--- src/design/blg_pkg.sv ---
// Shared types, widths and constants for the battery level gauge.
package blg_pkg;

  localparam int RAW_W      = 8;
  localparam int LVL_W      = 7;
  localparam int SCALE_W    = 16;
  localparam int SCALE_FRAC = 12;
  localparam int STEP_W     = $clog2(LVL_W);
  localparam int SEG_TABLE  = 10;
  localparam int SEG_COUNT  = 10;
  localparam int FRAC_BITS  = 16;

  localparam logic [SCALE_W-1:0] SCALE_ONE  = 16'd4096;
  localparam logic [RAW_W-1:0]   FULL_RAW   = 8'd87;
  localparam logic [LVL_W-1:0]   FULL_LEVEL = 7'd100;
  localparam logic [LVL_W-1:0]   ALERT_HI   = 7'd15;
  localparam logic [LVL_W-1:0]   ALERT_MID  = 7'd10;
  localparam logic [LVL_W-1:0]   ALERT_LO   = 7'd5;

  localparam logic [RAW_W-1:0] SEG_HI [SEG_TABLE+1] = '{
    8'd87, 8'd76, 8'd69, 8'd60, 8'd54, 8'd49, 8'd46, 8'd43, 8'd40, 8'd34, 8'd0
  };

  typedef struct packed {
    logic [RAW_W-1:0] raw_level;
    logic             charging;
  } reading_t;

  typedef struct packed {
    logic [LVL_W-1:0] level;
    logic             alert_15;
    logic             alert_10;
    logic             alert_5;
    logic             low_battery;
  } gauge_t;

endpackage

--- src/design/blg_cal.sv ---
// Bit-serial piecewise-linear calibration of the held level.
module blg_cal import blg_pkg::*; #(
  parameter int SEGMENTS      = SEG_COUNT,
  parameter int FRACTION_BITS = FRAC_BITS
) (
  input  logic             clk,
  input  logic             rst,
  input  logic             start,
  input  logic [LVL_W-1:0] v,
  output logic             done,
  output logic [LVL_W-1:0] lvl
);

  localparam int CW   = FRACTION_BITS + 9;
  localparam int AW   = FRACTION_BITS + 10;
  localparam int SW   = $clog2(SEG_TABLE);
  localparam int NSEG = (SEGMENTS < SEG_TABLE) ? SEGMENTS : SEG_TABLE;
  localparam int QW   = AW - 1 - FRACTION_BITS;

  localparam logic [1:0] C_IDLE = 2'd0;
  localparam logic [1:0] C_RUN  = 2'd1;
  localparam logic [1:0] C_FIN  = 2'd2;

  localparam logic signed [CW-1:0] SLOPE [SEG_TABLE] = '{
    CW'(((64'sd10 << FRACTION_BITS) + 5) / 11),
    CW'(((64'sd10 << FRACTION_BITS) + 3) / 7),
    CW'(((64'sd10 << FRACTION_BITS) + 4) / 9),
    CW'(((64'sd5 << FRACTION_BITS) + 1) / 3),
    CW'((64'sd2 << FRACTION_BITS)),
    CW'(((64'sd10 << FRACTION_BITS) + 1) / 3),
    CW'(((64'sd10 << FRACTION_BITS) + 1) / 3),
    CW'(((64'sd10 << FRACTION_BITS) + 1) / 3),
    CW'(((64'sd5 << FRACTION_BITS) + 1) / 3),
    CW'(((64'sd5 << FRACTION_BITS) + 8) / 17)
  };

  localparam logic signed [CW-1:0] OFFSET [SEG_TABLE] = '{
    CW'(((64'sd230 << FRACTION_BITS) + 5) / 11),
    CW'(-(((64'sd130 << FRACTION_BITS) + 3) / 7)),
    CW'(((64'sd30 << FRACTION_BITS) + 4) / 9),
    CW'(-(((64'sd90 << FRACTION_BITS) + 1) / 3)),
    CW'(-(64'sd48 << FRACTION_BITS)),
    CW'(-(((64'sd340 << FRACTION_BITS) + 1) / 3)),
    CW'(-(((64'sd340 << FRACTION_BITS) + 1) / 3)),
    CW'(-(((64'sd340 << FRACTION_BITS) + 1) / 3)),
    CW'(-(((64'sd140 << FRACTION_BITS) + 1) / 3)),
    CW'(64'sd0)
  };

  logic [1:0]             state;
  logic [STEP_W-1:0]      cnt;
  logic                   hit;
  logic [SW-1:0]          sel;
  logic                   hit_r;
  logic [LVL_W-1:0]       v_r;
  logic [LVL_W-1:0]       mult;
  logic signed [AW-1:0]   mcand;
  logic signed [AW-1:0]   acc;
  logic signed [AW-1:0]   off_r;
  logic signed [AW-1:0]   sum;
  logic signed [AW-1:0]   rnd;
  logic [QW-1:0]          quo;
  logic [LVL_W-1:0]       lvl_next;

  always_comb begin
    hit = 1'b0;
    sel = '0;
    for (int i = 0; i < SEG_TABLE; i++) begin
      if (i < NSEG && {1'b0, v} <= SEG_HI[i] && {1'b0, v} > SEG_HI[i+1]) begin
        hit = 1'b1;
        sel = SW'(i);
      end
    end
  end

  always_comb begin
    sum = acc + off_r;
    rnd = sum + (AW'(1) <<< (FRACTION_BITS - 1));
    quo = rnd[AW-2:FRACTION_BITS];
    if (!hit_r) begin
      lvl_next = (v_r >= FULL_LEVEL) ? FULL_LEVEL : v_r;
    end else if (sum < 0) begin
      lvl_next = '0;
    end else if (quo >= QW'(FULL_LEVEL)) begin
      lvl_next = FULL_LEVEL;
    end else begin
      lvl_next = quo[LVL_W-1:0];
    end
  end

  always_ff @(posedge clk) begin
    if (rst) begin
      state <= C_IDLE;
      done  <= 1'b0;
    end else begin
      done <= (state == C_FIN);
      case (state)
        C_IDLE: begin
          if (start) begin
            state <= C_RUN;
          end
        end
        C_RUN: begin
          if (cnt == STEP_W'(LVL_W - 1)) begin
            state <= C_FIN;
          end
        end
        C_FIN: begin
          state <= C_IDLE;
        end
        default: begin
          state <= C_IDLE;
        end
      endcase
    end
  end

  always_ff @(posedge clk) begin
    if (state == C_IDLE && start) begin
      hit_r <= hit;
      v_r   <= v;
      mult  <= v;
      mcand <= AW'(SLOPE[sel]);
      off_r <= AW'(OFFSET[sel]);
      acc   <= '0;
      cnt   <= '0;
    end else if (state == C_RUN) begin
      if (mult[0]) begin
        acc <= acc + mcand;
      end
      mcand <= mcand <<< 1;
      mult  <= mult >> 1;
      cnt   <= cnt + 1'b1;
    end
    if (state == C_FIN) begin
      lvl <= lvl_next;
    end
  end

endmodule

--- src/design/blg_scale.sv ---
// Bit-serial calibration scaling with round-up and clamp.
module blg_scale import blg_pkg::*; (
  input  logic               clk,
  input  logic               rst,
  input  logic               start,
  input  logic [LVL_W-1:0]   lvl_in,
  input  logic [SCALE_W-1:0] factor,
  output logic               done,
  output logic [LVL_W-1:0]   lvl
);

  localparam int PW = SCALE_W + LVL_W;
  localparam int QW = PW + 1 - SCALE_FRAC;

  localparam logic [1:0] S_IDLE = 2'd0;
  localparam logic [1:0] S_RUN  = 2'd1;
  localparam logic [1:0] S_FIN  = 2'd2;

  logic [1:0]        state;
  logic [STEP_W-1:0] cnt;
  logic [LVL_W-1:0]  mult;
  logic [PW-1:0]     mcand;
  logic [PW-1:0]     prod;
  logic [PW:0]       rnd;
  logic [QW-1:0]     quo;

  assign rnd = {1'b0, prod} + (PW + 1)'((1 << SCALE_FRAC) - 1);
  assign quo = rnd[PW:SCALE_FRAC];

  always_ff @(posedge clk) begin
    if (rst) begin
      state <= S_IDLE;
      done  <= 1'b0;
    end else begin
      done <= (state == S_FIN);
      case (state)
        S_IDLE: begin
          if (start) begin
            state <= S_RUN;
          end
        end
        S_RUN: begin
          if (cnt == STEP_W'(LVL_W - 1)) begin
            state <= S_FIN;
          end
        end
        S_FIN: begin
          state <= S_IDLE;
        end
        default: begin
          state <= S_IDLE;
        end
      endcase
    end
  end

  always_ff @(posedge clk) begin
    if (state == S_IDLE && start) begin
      mult  <= lvl_in;
      mcand <= PW'(factor);
      prod  <= '0;
      cnt   <= '0;
    end else if (state == S_RUN) begin
      if (mult[0]) begin
        prod <= prod + mcand;
      end
      mcand <= mcand << 1;
      mult  <= mult >> 1;
      cnt   <= cnt + 1'b1;
    end
    if (state == S_FIN) begin
      lvl <= (quo > QW'(FULL_LEVEL)) ? FULL_LEVEL : quo[LVL_W-1:0];
    end
  end

endmodule

--- src/design/battery_level_gauge_core.sv ---
// Battery level gauge: hold logic, serial calibration and scaling, one-shot alerts.
// Each request gives one result. A request runs through two bit-serial multipliers in turn,
// the segment-table calibration and the scale_factor product, each stepping one bit of the
// 7-bit level per cycle and then rounding and clamping, with a registered hand-off between
// the stages, until the result sits in the output register. The next request is accepted on
// the cycle after that register is loaded, so a new request is never taken while the last
// one is in flight, and the output register is loaded only when the output drains.
// scale_factor is written through scale_we and scale_data; the user must write it only while
// no request is in flight, as the block does not enforce this. It resets to 4096 (1.0).
module battery_level_gauge_core import blg_pkg::*; #(
  parameter int SEGMENTS      = SEG_COUNT,
  parameter int FRACTION_BITS = FRAC_BITS
) (
  input  logic               clk,
  input  logic               rst,
  input  logic               scale_we,
  input  logic [SCALE_W-1:0] scale_data,
  input  logic               reading_valid,
  output logic               reading_stall,
  input  reading_t           reading,
  output logic               gauge_valid,
  input  logic               gauge_stall,
  output gauge_t             gauge
);

  localparam logic [1:0] ST_IDLE  = 2'd0;
  localparam logic [1:0] ST_CAL   = 2'd1;
  localparam logic [1:0] ST_SCALE = 2'd2;
  localparam logic [1:0] ST_EMIT  = 2'd3;

  logic [1:0]         state;
  logic [SCALE_W-1:0] scale_factor;
  logic [LVL_W-1:0]   previous_level;
  logic               armed_15;
  logic               armed_10;
  logic               armed_5;
  logic               accept;
  logic [LVL_W-1:0]   held;
  logic               cal_done;
  logic [LVL_W-1:0]   cal_lvl;
  logic               scale_start;
  logic               scale_done;
  logic [LVL_W-1:0]   scale_lvl;
  logic               load;
  logic               f15;
  logic               f10;
  logic               f5;

  assign reading_stall = (state != ST_IDLE);
  assign accept        = reading_valid && !reading_stall;
  assign scale_start   = (state == ST_CAL) && cal_done;
  assign load          = (state == ST_EMIT) && (!gauge_valid || !gauge_stall);

  always_comb begin
    if (reading.raw_level > FULL_RAW) begin
      held = FULL_LEVEL;
    end else if (reading.raw_level >= {1'b0, previous_level} && reading.charging) begin
      held = previous_level;
    end else begin
      held = reading.raw_level[LVL_W-1:0];
    end
  end

  assign f15 = (scale_lvl <= ALERT_HI) && !armed_15;
  assign f10 = (scale_lvl <= ALERT_MID) && !armed_10;
  assign f5  = (scale_lvl <= ALERT_LO) && !armed_5;

  blg_cal #(
    .SEGMENTS      (SEGMENTS),
    .FRACTION_BITS (FRACTION_BITS)
  ) u_cal (
    .clk   (clk),
    .rst   (rst),
    .start (accept),
    .v     (held),
    .done  (cal_done),
    .lvl   (cal_lvl)
  );

  blg_scale u_scale (
    .clk    (clk),
    .rst    (rst),
    .start  (scale_start),
    .lvl_in (cal_lvl),
    .factor (scale_factor),
    .done   (scale_done),
    .lvl    (scale_lvl)
  );

  always_ff @(posedge clk) begin
    if (rst) begin
      state          <= ST_IDLE;
      scale_factor   <= SCALE_ONE;
      previous_level <= FULL_LEVEL;
      armed_15       <= 1'b0;
      armed_10       <= 1'b0;
      armed_5        <= 1'b0;
      gauge_valid    <= 1'b0;
    end else begin
      if (scale_we) begin
        scale_factor <= scale_data;
      end
      if (gauge_valid && !gauge_stall && !load) begin
        gauge_valid <= 1'b0;
      end
      case (state)
        ST_IDLE: begin
          if (accept) begin
            previous_level <= held;
            state          <= ST_CAL;
          end
        end
        ST_CAL: begin
          if (cal_done) begin
            state <= ST_SCALE;
          end
        end
        ST_SCALE: begin
          if (scale_done) begin
            state <= ST_EMIT;
          end
        end
        ST_EMIT: begin
          if (load) begin
            gauge_valid <= 1'b1;
            state       <= ST_IDLE;
            if (scale_lvl > ALERT_HI) begin
              armed_15 <= 1'b0;
              armed_10 <= 1'b0;
              armed_5  <= 1'b0;
            end else begin
              armed_15 <= 1'b1;
              armed_10 <= armed_10 || (scale_lvl <= ALERT_MID);
              armed_5  <= armed_5 || (scale_lvl <= ALERT_LO);
            end
          end
        end
        default: begin
          state <= ST_IDLE;
        end
      endcase
    end
  end

  always_ff @(posedge clk) begin
    if (load) begin
      gauge.level       <= scale_lvl;
      gauge.alert_15    <= f15;
      gauge.alert_10    <= f10;
      gauge.alert_5     <= f5;
      gauge.low_battery <= f15 || f10 || f5;
    end
  end

endmodule
--- config.mk ---
export PLATFORM = sky130hd
export DESIGN_NAME = battery_level_gauge_core
export DESIGN_NICKNAME = d
export VERILOG_FILES = /design/src/design/blg_pkg.sv /design/src/design/blg_cal.sv /design/src/design/blg_scale.sv /design/src/design/battery_level_gauge_core.sv
export SDC_FILE = /design/constraint.sdc
export NUM_CORES = 1
export LEC_CHECK = 0
export ABC_AREA = 1
export BUFFER_PORTS_ARGS = -buffer_cell sky130_fd_sc_hd__buf_4
export CAP_MARGIN = 20
export CORE_MARGIN = 2
export CORE_UTILIZATION = 57
export DETAILED_ROUTE_END_ITERATION = 8
export PLACE_DENSITY_LB_ADDON = 0.1
export SLEW_MARGIN = 20
export SYNTH_ARGS = -nofsm -noshare
export SYNTH_HDL_FRONTEND = slang
export SYNTH_SLANG_ARGS = --single-unit
--- constraint.sdc ---
create_clock -name clk -period 4.4 [get_ports clk]
set_input_delay 0.66 -clock clk [delete_from_list [all_inputs] [get_ports clk]]
set_output_delay 0.66 -clock clk [all_outputs]
set_load 0.005 [all_outputs]
---- Word level (Yosys, flattened, before mapping) ----
Memory sizes are Yosys's and may differ from the RTL's. A register that Yosys moved wholly into a read port is not among the register bits.
Cells that the tools add are included.
operators by class
  add/sub/neg operators ................... 7
  $lt $le $gt $ge ......................... 31
  eq/ne operators ......................... 17
  muxes and demuxes ....................... 42
  bitwise gates (word level) .............. 1
  reduce and logical (&&, ||, !) cells .... 47
operators by type and width
  cell                                                            number
  two-way mux 7 bit                                               10
  two-way mux 26 bit                                              2
  two-way mux 25 bit                                              2
  greater-than comparator 7 x 6 -> 1 bit, second input constant   7
  <= comparator 7 x 6 -> 1 bit, second input constant             7
  two-way mux 16 bit                                              2
  two-way mux 4 bit                                               8
  adder 26 x 25 -> 26 bit                                         1
  adder 26 bit                                                    1
  less-than comparator 26 x 1 -> 1 bit, second input constant     1
  adder 25 x 17 -> 25 bit, second input constant                  1
  adder 23 x 12 -> 24 bit, second input constant                  1
  adder 23 bit                                                    1
  <= comparator 7 bit, second input constant                      3
  logical AND 1 bit                                               21
  greater-than comparator 7 bit, second input constant            2
  <= comparator 7 x 4 -> 1 bit, second input constant             2
  two-way mux 2 bit                                               7
  inequality test 2 x 1 -> 1 bit, second input constant           7
  greater-than comparator 12 x 7 -> 1 bit, second input constant  1
  AND reduction 2 bit                                             6
  >= comparator 9 x 7 -> 1 bit, second input constant             1
  OR reduction 9 bit                                              1
  == test 2 bit, second input constant                            4
  other kinds (20)                                                46
storage, ports and cells
  bits in registers ....................... 186
  memory bits (read-only) ................. 800
  output and inout bits ................... 13
  memories ................................ 2
memory list
  name              depth  width  rd ports  clocked after memory_dff  write ports  RTL line        text
  (name not given)  16     25     1         0                         0            blg_cal.sv:123  mcand <= AW'(SLOPE[sel]);
  (name not given)  16     25     1         1                         0            blg_cal.sv:124  off_r <= AW'(OFFSET[sel]);

---- Longest topological paths before layout ----
Gate-level depths: netlist of the first run.
  depth in word-level cells ............... 20
  mapped depth ............................ 27

---- By module ----
A second synthesis of the first run with hierarchy kept.
unflattened totals
  cells, all modules ...................... 1901
  area, all modules ....................... 13500.4 um2
modules (own cells, without submodules)
  module                    times used  cells each  area each (um2)  sequential area each (um2)
  blg_cal                   1           1029        7243.2           2472.4
  blg_scale                 1           639         4375.4           1621.6
  battery_level_gauge_core  1           233         1881.8           910.9

---- Worst setup path before layout of the first run ----
No wires, ideal clock.
  path kind ............................... input to register
  start ................................... input reading[7] in the netlist's numbering
  end ..................................... register u_cal.mcand[10], data pin
  library setup time ...................... 263 ps
  arrival ................................. 3071 ps
  slack ................................... 1066 ps
  stages on the path ...................... 23
  buffers on the path ..................... 0
  path through ............................ ha_1 > inv_1 > nor3_1 > nand2_1 > nand3_2 > nand2_2 > nand2_1 > inv_2 > nor2_4 > nand2_1 > nor2_2 > nand2_1 > nand2_2 > nor2_2 > inv_2 > nand2_1 > nor2_2 > nand2_1 > ha_1 > nand2_1 > nand2_1 > nand2_1 > o21ai_2
on the way
  longest elaborated chain between the ends .. 20
  elaborated cells between the ends (all ways) .. 46
  classes of those cells .................. order compare (20); mux (14); bitwise (1); reduce/logical (10); memory (1)
RTL lines
  item                                                                         RTL line                        text
  start: declaration                                                           battery_level_gauge_core.sv:20  input reading_t reading,
  >= comparator 8 x 7 -> 1 bit                                                 battery_level_gauge_core.sv:57  end else if (reading.raw_level >= {1'b0, previous_level} && reading.charging) begin
  logical AND 1 bit                                                            battery_level_gauge_core.sv:57
  two-way mux 7 bit                                                            battery_level_gauge_core.sv:57
  two-way mux 7 bit *                                                          battery_level_gauge_core.sv:55  if (reading.raw_level > FULL_RAW) begin
  <= comparator 7 bit / greater-than comparator 7 bit (equally long branches)  blg_cal.sv:69                   if (i < NSEG && {1'b0, v} <= SEG_HI[i] && {1'b0, v} > SEG_HI[i+1]) begin
  logical AND 1 bit                                                            blg_cal.sv:69
  two-way mux 1 bit                                                            blg_cal.sv:69
  two-way mux 4 bit (7 in series)                                              blg_cal.sv:69
  two-way mux 4 bit *                                                          blg_cal.sv:69
  inverter 4 -> 5 bit (implied by the code) *                                  blg_cal.sv:123
  memory read (16 x 25 bit) *                                                  -
  two-way mux 25 bit (implied by the code) * (2 in series)                     blg_cal.sv:123
  two-way mux 26 bit *                                                         blg_cal.sv:119                  if (state == C_IDLE && start) begin
  end signal: assignment                                                       blg_cal.sv:123
  end signal: assignment                                                       blg_cal.sv:131                  mcand <= mcand <<< 1;
  end: declaration                                                             blg_cal.sv:57                   logic signed [AW-1:0] mcand;
Mark *: on every way between the ends. The rest lies on a longest branch, timed or not. The select of a mux whose other input is x is not followed.
A chain may end at the register's enable or synchronous reset.

---- Worst setup path after layout of the first run ----
  start ................................... register previous_level[6]
  end ..................................... register u_cal.mcand[10], data pin
on the way
  longest elaborated chain between the ends .. 20
  elaborated cells between the ends (all ways) .. 45
  classes of those cells .................. order compare (19); mux (14); bitwise (1); reduce/logical (10); memory (1)
RTL lines
  item                                                                         RTL line                         text
  start: declaration                                                           battery_level_gauge_core.sv:33   logic [LVL_W-1:0] previous_level;
  start signal: assignment                                                     battery_level_gauge_core.sv:109  previous_level <= held;
  >= comparator 8 x 7 -> 1 bit                                                 battery_level_gauge_core.sv:57
  logical AND 1 bit                                                            battery_level_gauge_core.sv:57
  two-way mux 7 bit *                                                          battery_level_gauge_core.sv:57
  two-way mux 7 bit *                                                          battery_level_gauge_core.sv:55
  <= comparator 7 bit / greater-than comparator 7 bit (equally long branches)  blg_cal.sv:69
  logical AND 1 bit                                                            blg_cal.sv:69
  two-way mux 1 bit                                                            blg_cal.sv:69
  two-way mux 4 bit (7 in series)                                              blg_cal.sv:69
  two-way mux 4 bit *                                                          blg_cal.sv:69
  inverter 4 -> 5 bit (implied by the code) *                                  blg_cal.sv:123
  memory read (16 x 25 bit) *                                                  -
  two-way mux 25 bit (implied by the code) * (2 in series)                     blg_cal.sv:123
  two-way mux 26 bit *                                                         blg_cal.sv:119
Marks and branches as above.

==> flow_metrics.tcl, run 1 <==
set metrics [dict create \
    run_status "complete, no violations" \
    cts_resized 0 \
    clock_power_share_pct 18.7 \
    p_int_mw 4.80 \
    hold_path.class "in -> reg" \
    placeableCoreArea_sq_um 21800 \
    most-common-layout-cells "nand2_1, inv_1, nor2_1" \
    maxCapViolations 0 \
    chipHeight_um 153 \
    power.share.switching_pct 45.5 \
    cts_tree "yes" \
    detail_route.vias_per_cell 5.45 \
    achievable_frequency_mhz 269 \
    worst_slew_pin_slew_ps 1030 \
    synthToLayoutAreaGrowth_pct 9.61 \
    synth_edf_count 102 \
    synthFlopType "edfxtp_1" \
    vias 10800 \
    floorplan.io_pins 43 \
    cts_hold_buf 0 \
    num_rows 54 \
    rsz0062_at_grt "false" \
    die-width_um 153 \
    dr.pass1.iters 7 \
    globalRouteMet3Util_pct 2.84 \
    critical-path-max-stage-delay_ps 400 \
    clock_path_buffers 2 \
    grt_remaining_overflow 0 \
    clkTransAtPathRegs_ps 90 \
    timing.final.hold_violations 0 \
    stdcell_area_sq_um 13900 \
    cts_root_buffer "clkbuf_16" \
    final_min_period_over_clock_period_pct 84.4 \
    synth.yosys.seq_area_share_pct 39.4 \
    grt_pass1_wl_um 49900 \
    switching_power_mw 4.00 \
    grt_antenna_before_repair 0 \
    first_global_vias 10600 \
    synth.avg_cell_area_sq_um 7.65 \
    share_of_async_settable_or_async_resettable_flops_after_synthesis_pct 0 \
    top_usage_layer "met2" \
    num_antenna_cells 0 \
    criticalPathCategory "reg -> reg" \
    total_detailed_routing_wirelength_um 29300 \
    post_dp_hpwl_um 22100 \
    nFillCells 1938 \
    placement.io_buffers 42 \
    critPathLaunchType "flip-flop" \
    synthCells 1661 \
    crit_slowest_cell "dfxtp_1" \
    max-slew-margin-rel_pct 31.5 \
    h-tree-depth 4 \
    worst-endpoint-arrival_ps 3900 \
    ys_seq_elements 199 \
    post_synth_instance_area_sq_um 12700 \
    setup_tns_ps 0 \
    cts.repair_timing.setup_buffer_count 0 \
    die_area_sq_um 23500 \
    grtUsageMet2_pct 46.2 \
    synthesis.yosys.warnings 0 \
    timing.final.setup_violations 0 \
    postSynthNetCount 1786 \
    family_with_the_most_delay_on_the_worst_path "simple AND/OR/NAND/NOR gates" \
    route.detailed.wl_per_inst_um 14.7 \
    skew_ps 14.2 \
    power_frac_comb_pct 48.8 \
    sequential_share_of_power_pct 32.5 \
    cp_max_fo 12 \
    min_period_ps 3710 \
    cp_cell_sequence "inv_1 > ha_1 > inv_1 > nor3_1 > nand2_1 > nand3_2 > nand2_2 > nand2_1 > inv_2 > nor2_4 > nand2_1 > nor2_2 > nand2_1 > nand2_2 > nor2_2 > inv_2 > nand2_1 > nor2_2 > nand2_1 > ha_1 > nand2_1 > nand2_1 > nand2_1 > o21ai_2" \
    crit_required_ps 4590 \
    drive_above_1_share_pct 9.30 \
    mostFrequentLayoutCell "nand2_1" \
    placedInstanceArea_sq_um 13300 \
    initialDrtViolationCount 679 \
    drtAntennaViolNets 0 \
    remaining_drc_errors 0 \
    power.density_nw_per_um2 633 \
    holdWs_ps 419 \
    critical_path.endpoint_type "flip-flop" \
    initial_core_util_pct 58.2 \
    peakVddDrop_v 0.000433 \
    met1_usage_in_global_routing_pct 32.2 \
    finalWeightedCongestion 0.893 \
    fin_nets 1821 \
    report.final.slew_viol_count 0 \
    leakage_nw 6.66 \
    cts_inserted_buffers 17 \
    grt.total_usage_pct 25.6 \
    critical_path_buf_inv_count 4 \
    grt_max_degree 48 \
    synthDistinctLibCells 53 \
    worst_path_most_repeated_cell "nand2_1" \
    tritoncts_num_sinks 199 \
    worstSkewPairLatency_ps 440 \
]
-- per-stage QoR --
stage               util, %  std cells  total power, mW  setup slack, ps
finish                 63.8       1989             8.81              687
global route           63.8       1989             9.56              290
CTS                    63.8       1988             8.80              705
detailed placement     60.9       1956             7.13              366
global placement       60.9       1956             7.05              428
floorplan                 -       1661             6.08             1070
-- power groups by stage --
stage               Clock [mW]  Sequential, mW  Combinational (mW)
detailed placement           0            2.90                4.23
global route              1.74            2.90                4.93
global placement             0            2.89                4.16
finish                    1.65            2.86                4.30
floorplan                    0            2.72                3.36
CTS                       1.67            2.86                4.27
-- area by class of cell --
cell class	instances	area (sq um)	area share [%]
multi-input combinational	1199	6710	48.2
tap	280	350	2.52
clock buffer	17	425	3.05
sequential	199	5000	35.9
timing repair buffer	50	375	2.70
clock inverter	15	201	1.45
inverter	229	860	6.17
-- sequential cells by signal, indices dropped and copies added, names as in the netlist, 11 cells and up --
| name | cells |
|---|---|
| u_cal.off_r | 13 |
| scale_factor | 16 |
| u_scale.prod | 23 |
| gauge | 11 |
| u_cal.acc | 26 |
| u_scale.mcand | 23 |
| u_cal.mcand | 26 |
-- worst paths after layout --
check | to | slack [ps] | cells past startpoint | start
setup / recovery | u_cal.mcand[10] | 690 | 24 | previous_level[6]
hold / removal | scale_factor[12] | 420 | 3 | scale_data[12]
setup reg to reg | u_cal.mcand[10] | 690 | 24 | previous_level[6]
hold reg to reg | gauge[10] | 450 | 0 | u_scale.lvl[6]
-- tightest hold or removal path, cell delays in order --
cell and delay, ps:
buf_4 70, nand2_1 40, nand3_1 60
-- cells by family after synthesis --
| logic type | synth area share, % |
|---|---|
| adders and majority gates | 9.47 |
| buffers and inverters | 7.87 |
| AOI/OAI and AO/OA | 15.2 |
| DFF | 39.4 |
| and+or+nand+nor | 25.3 |
| xor gates and xnor gates | 2.76 |
-- cell usage after synthesis, types with 20 or more instances --
| master | number | share of area, % |
|---|---|---|
| ha_1 | 93 | 9.2 |
| dfxtp_1 | 97 | 15 |
| nand3_1 | 74 | 2.9 |
| edfxtp_1 | 102 | 24 |
| o21ai_0 | 118 | 4.6 |
| nor2_1 | 157 | 4.6 |
| xor2_1 | 29 | 2.0 |
| nand2_1 | 381 | 11 |
| o21bai_1 | 22 | 1.3 |
| clkbuf_1 | 30 | 0.89 |
| o211ai_1 | 20 | 1.2 |
| a21oi_1 | 127 | 5.0 |
| inv_1 | 217 | 6.4 |
-- metal layers --
layer	share of wire, %	wire, um
met5	0	0
met4	2.2	646
met3	3.3	962
met2	50	14700
met1	44	13000
Note: power is estimated with default switching activity, not from simulation.
==> inputs of run 2 (changes only) <==
Clock period 4.4 ns to 3.5 ns, I/O delays scaled along.
==> flow_metrics.tcl, run 2 (same netlist as run 1, synthesis figures left out) <==
set metrics [dict create \
    num_rows 54 \
    final_min_period_over_clock_period_pct 92.7 \
    critical_path.endpoint_type "flip-flop" \
    power.density_nw_per_um2 780 \
    grt_pass1_wl_um 51100 \
    dr.pass1.iters 6 \
    critical-path-max-stage-delay_ps 350 \
    cp_max_fo 8 \
    tritoncts_num_sinks 199 \
    timing.final.setup_violations 0 \
    first_global_vias 10900 \
    placeableCoreArea_sq_um 21800 \
    die_area_sq_um 23500 \
    cts_hold_buf 0 \
    worst-endpoint-arrival_ps 3520 \
    fin_nets 1878 \
    timing.final.hold_violations 0 \
    detail_route.vias_per_cell 5.46 \
    drtAntennaViolNets 0 \
    die-width_um 153 \
    hold_path.class "in -> reg" \
    most-common-layout-cells "nand2_1, inv_1, nor2_1" \
    crit_required_ps 3770 \
    leakage_nw 6.94 \
    rr_startpoint "previous_level[3]" \
    crit_slowest_cell "dfxtp_2" \
    worst_hold_path.num_cells 3 \
    worst_slew_pin_slew_ps 755 \
    grt_remaining_overflow 0 \
    min_period_ps 3250 \
    worstSkewPairLatency_ps 450 \
    power_frac_comb_pct 50.4 \
    synthToLayoutAreaGrowth_pct 13.5 \
    max-slew-margin-rel_pct 49.6 \
    mostFrequentLayoutCell "nand2_1" \
    switching_power_mw 5.07 \
    num_antenna_cells 0 \
    initialDrtViolationCount 701 \
    clock_power_share_pct 17.7 \
    timing.reg2reg.setup_slack_ps 250 \
    terminating_pin_of_the_worst_hold_path "scale_factor[7]" \
    chipHeight_um 153 \
    rsz0062_at_grt "true" \
    finalWeightedCongestion 0.944 \
    nFillCells 1929 \
    grt_antenna_before_repair 0 \
    report.final.slew_viol_count 0 \
    totalPowerFinal_mw 11.2 \
    cts_root_buffer "clkbuf_16" \
    clock_path_buffers 2 \
    criticalPathCategory "reg -> reg" \
    critPathLaunchType "flip-flop" \
    peakVddDrop_v 0.000617 \
    cts_tree "yes" \
    vias 11200 \
    min-delay-start "scale_data[7]" \
    run_status "complete, no violations" \
    r2r-end "u_cal.mcand[0]" \
    skew_ps 14.9 \
    placed_cells_incl_taps 2013 \
    h-tree-depth 4 \
    drive_above_1_share_pct 12.9 \
    ff2ff_path_depth 25 \
    grt.total_usage_pct 26.3 \
    cts_inserted_buffers 17 \
    placement.io_buffers 42 \
    post_dp_hpwl_um 23100 \
    placedInstanceArea_sq_um 13700 \
    critical_path_buf_inv_count 7 \
    remaining_drc_errors 0 \
    worst_path_most_repeated_cell "nand2_1" \
    reg.largest.list "u_cal.acc x26, u_cal.mcand x26" \
    stdcell_area_sq_um 14400 \
    initial_core_util_pct 58.2 \
    p_int_mw 6.17 \
    total_detailed_routing_wirelength_um 30100 \
    holdWs_ps 295 \
    route.detailed.wl_per_inst_um 14.7 \
    finish.cell_count_without_fillers 2046 \
    achievable_frequency_mhz 308 \
    clkTransAtPathRegs_ps 80 \
    sequential_share_of_power_pct 31.8 \
    grt_max_degree 48 \
    power.share.switching_pct 45.1 \
    floorplan.io_pins 43 \
    family_with_the_most_delay_on_the_worst_path "simple AND/OR/NAND/NOR gates" \
    maxCapViolations 0 \
]
## run 2: power by group through the flow
stage          registers [mW]  clock network (mW)  logic, mW
3_5_place_dp             3.62                   0       5.51
2_1_floorplan            3.42                   0       4.22
6_report                 3.58                1.99       5.67
5_1_grt                  3.62                2.11       6.46
3_3_place_gp             3.61                   0       5.40
4_1_cts                  3.58                2.01       5.55
## run 2: per-stage QoR
step	setup slack [ps]	utilization [%]	TNS, ps
after global placement	-16.6	62.9	-29.9
after detailed placement	-134	62.9	-525
after floorplan	301	-	0
after global routing	-17.7	66.1	-24.9
final	255	66.1	0
after CTS	104	65.7	0
## run 2: worst min-delay path, delay by kind of cell
kind	cells	cell delay, ps
buf+inv	1	80
simple gates	2	110
## run 2: area by class of cell
cell class	count	area (sq um)	area share [%]
inverters	229	860	5.96
clock inverters	15	179	1.24
repair buffers	107	816	5.66
flip-flops and latches	199	5010	34.7
clock buffers	17	425	2.95
multi-input cells	1199	6780	47.0
well taps	280	350	2.43
## run 2: repair_timing
item / CTS / global route
gates resized for setup: 0 / 16
setup endpoints to repair: 0 / 25
setup buffers: 0 / 1
## run 2: how the worst max path moves through the flow
stage / depth (start not counted) / from / endpoint
after CTS: 24 / previous_level[5] / u_cal.mcand[10]
final: 25 / previous_level[3] / u_cal.mcand[0]
after global placement: 24 / reading[7] / u_cal.mcand[10]
after detailed placement: 24 / reading[6] / u_cal.mcand[10]
after floorplan: 23 / reading[7] / u_cal.mcand[10]
after global routing: 26 / previous_level[2] / u_cal.mcand[10]
## run 2: per-layer routing
layer  vias to the layer above  share of wire, %  track usage (%)
li1                       5723                 -                -
met1                      5196                44             33.2
met2                       203                49             45.6
met3                        58               3.2             3.74
met4                         0               2.9             9.92
met5                         -                 0                0
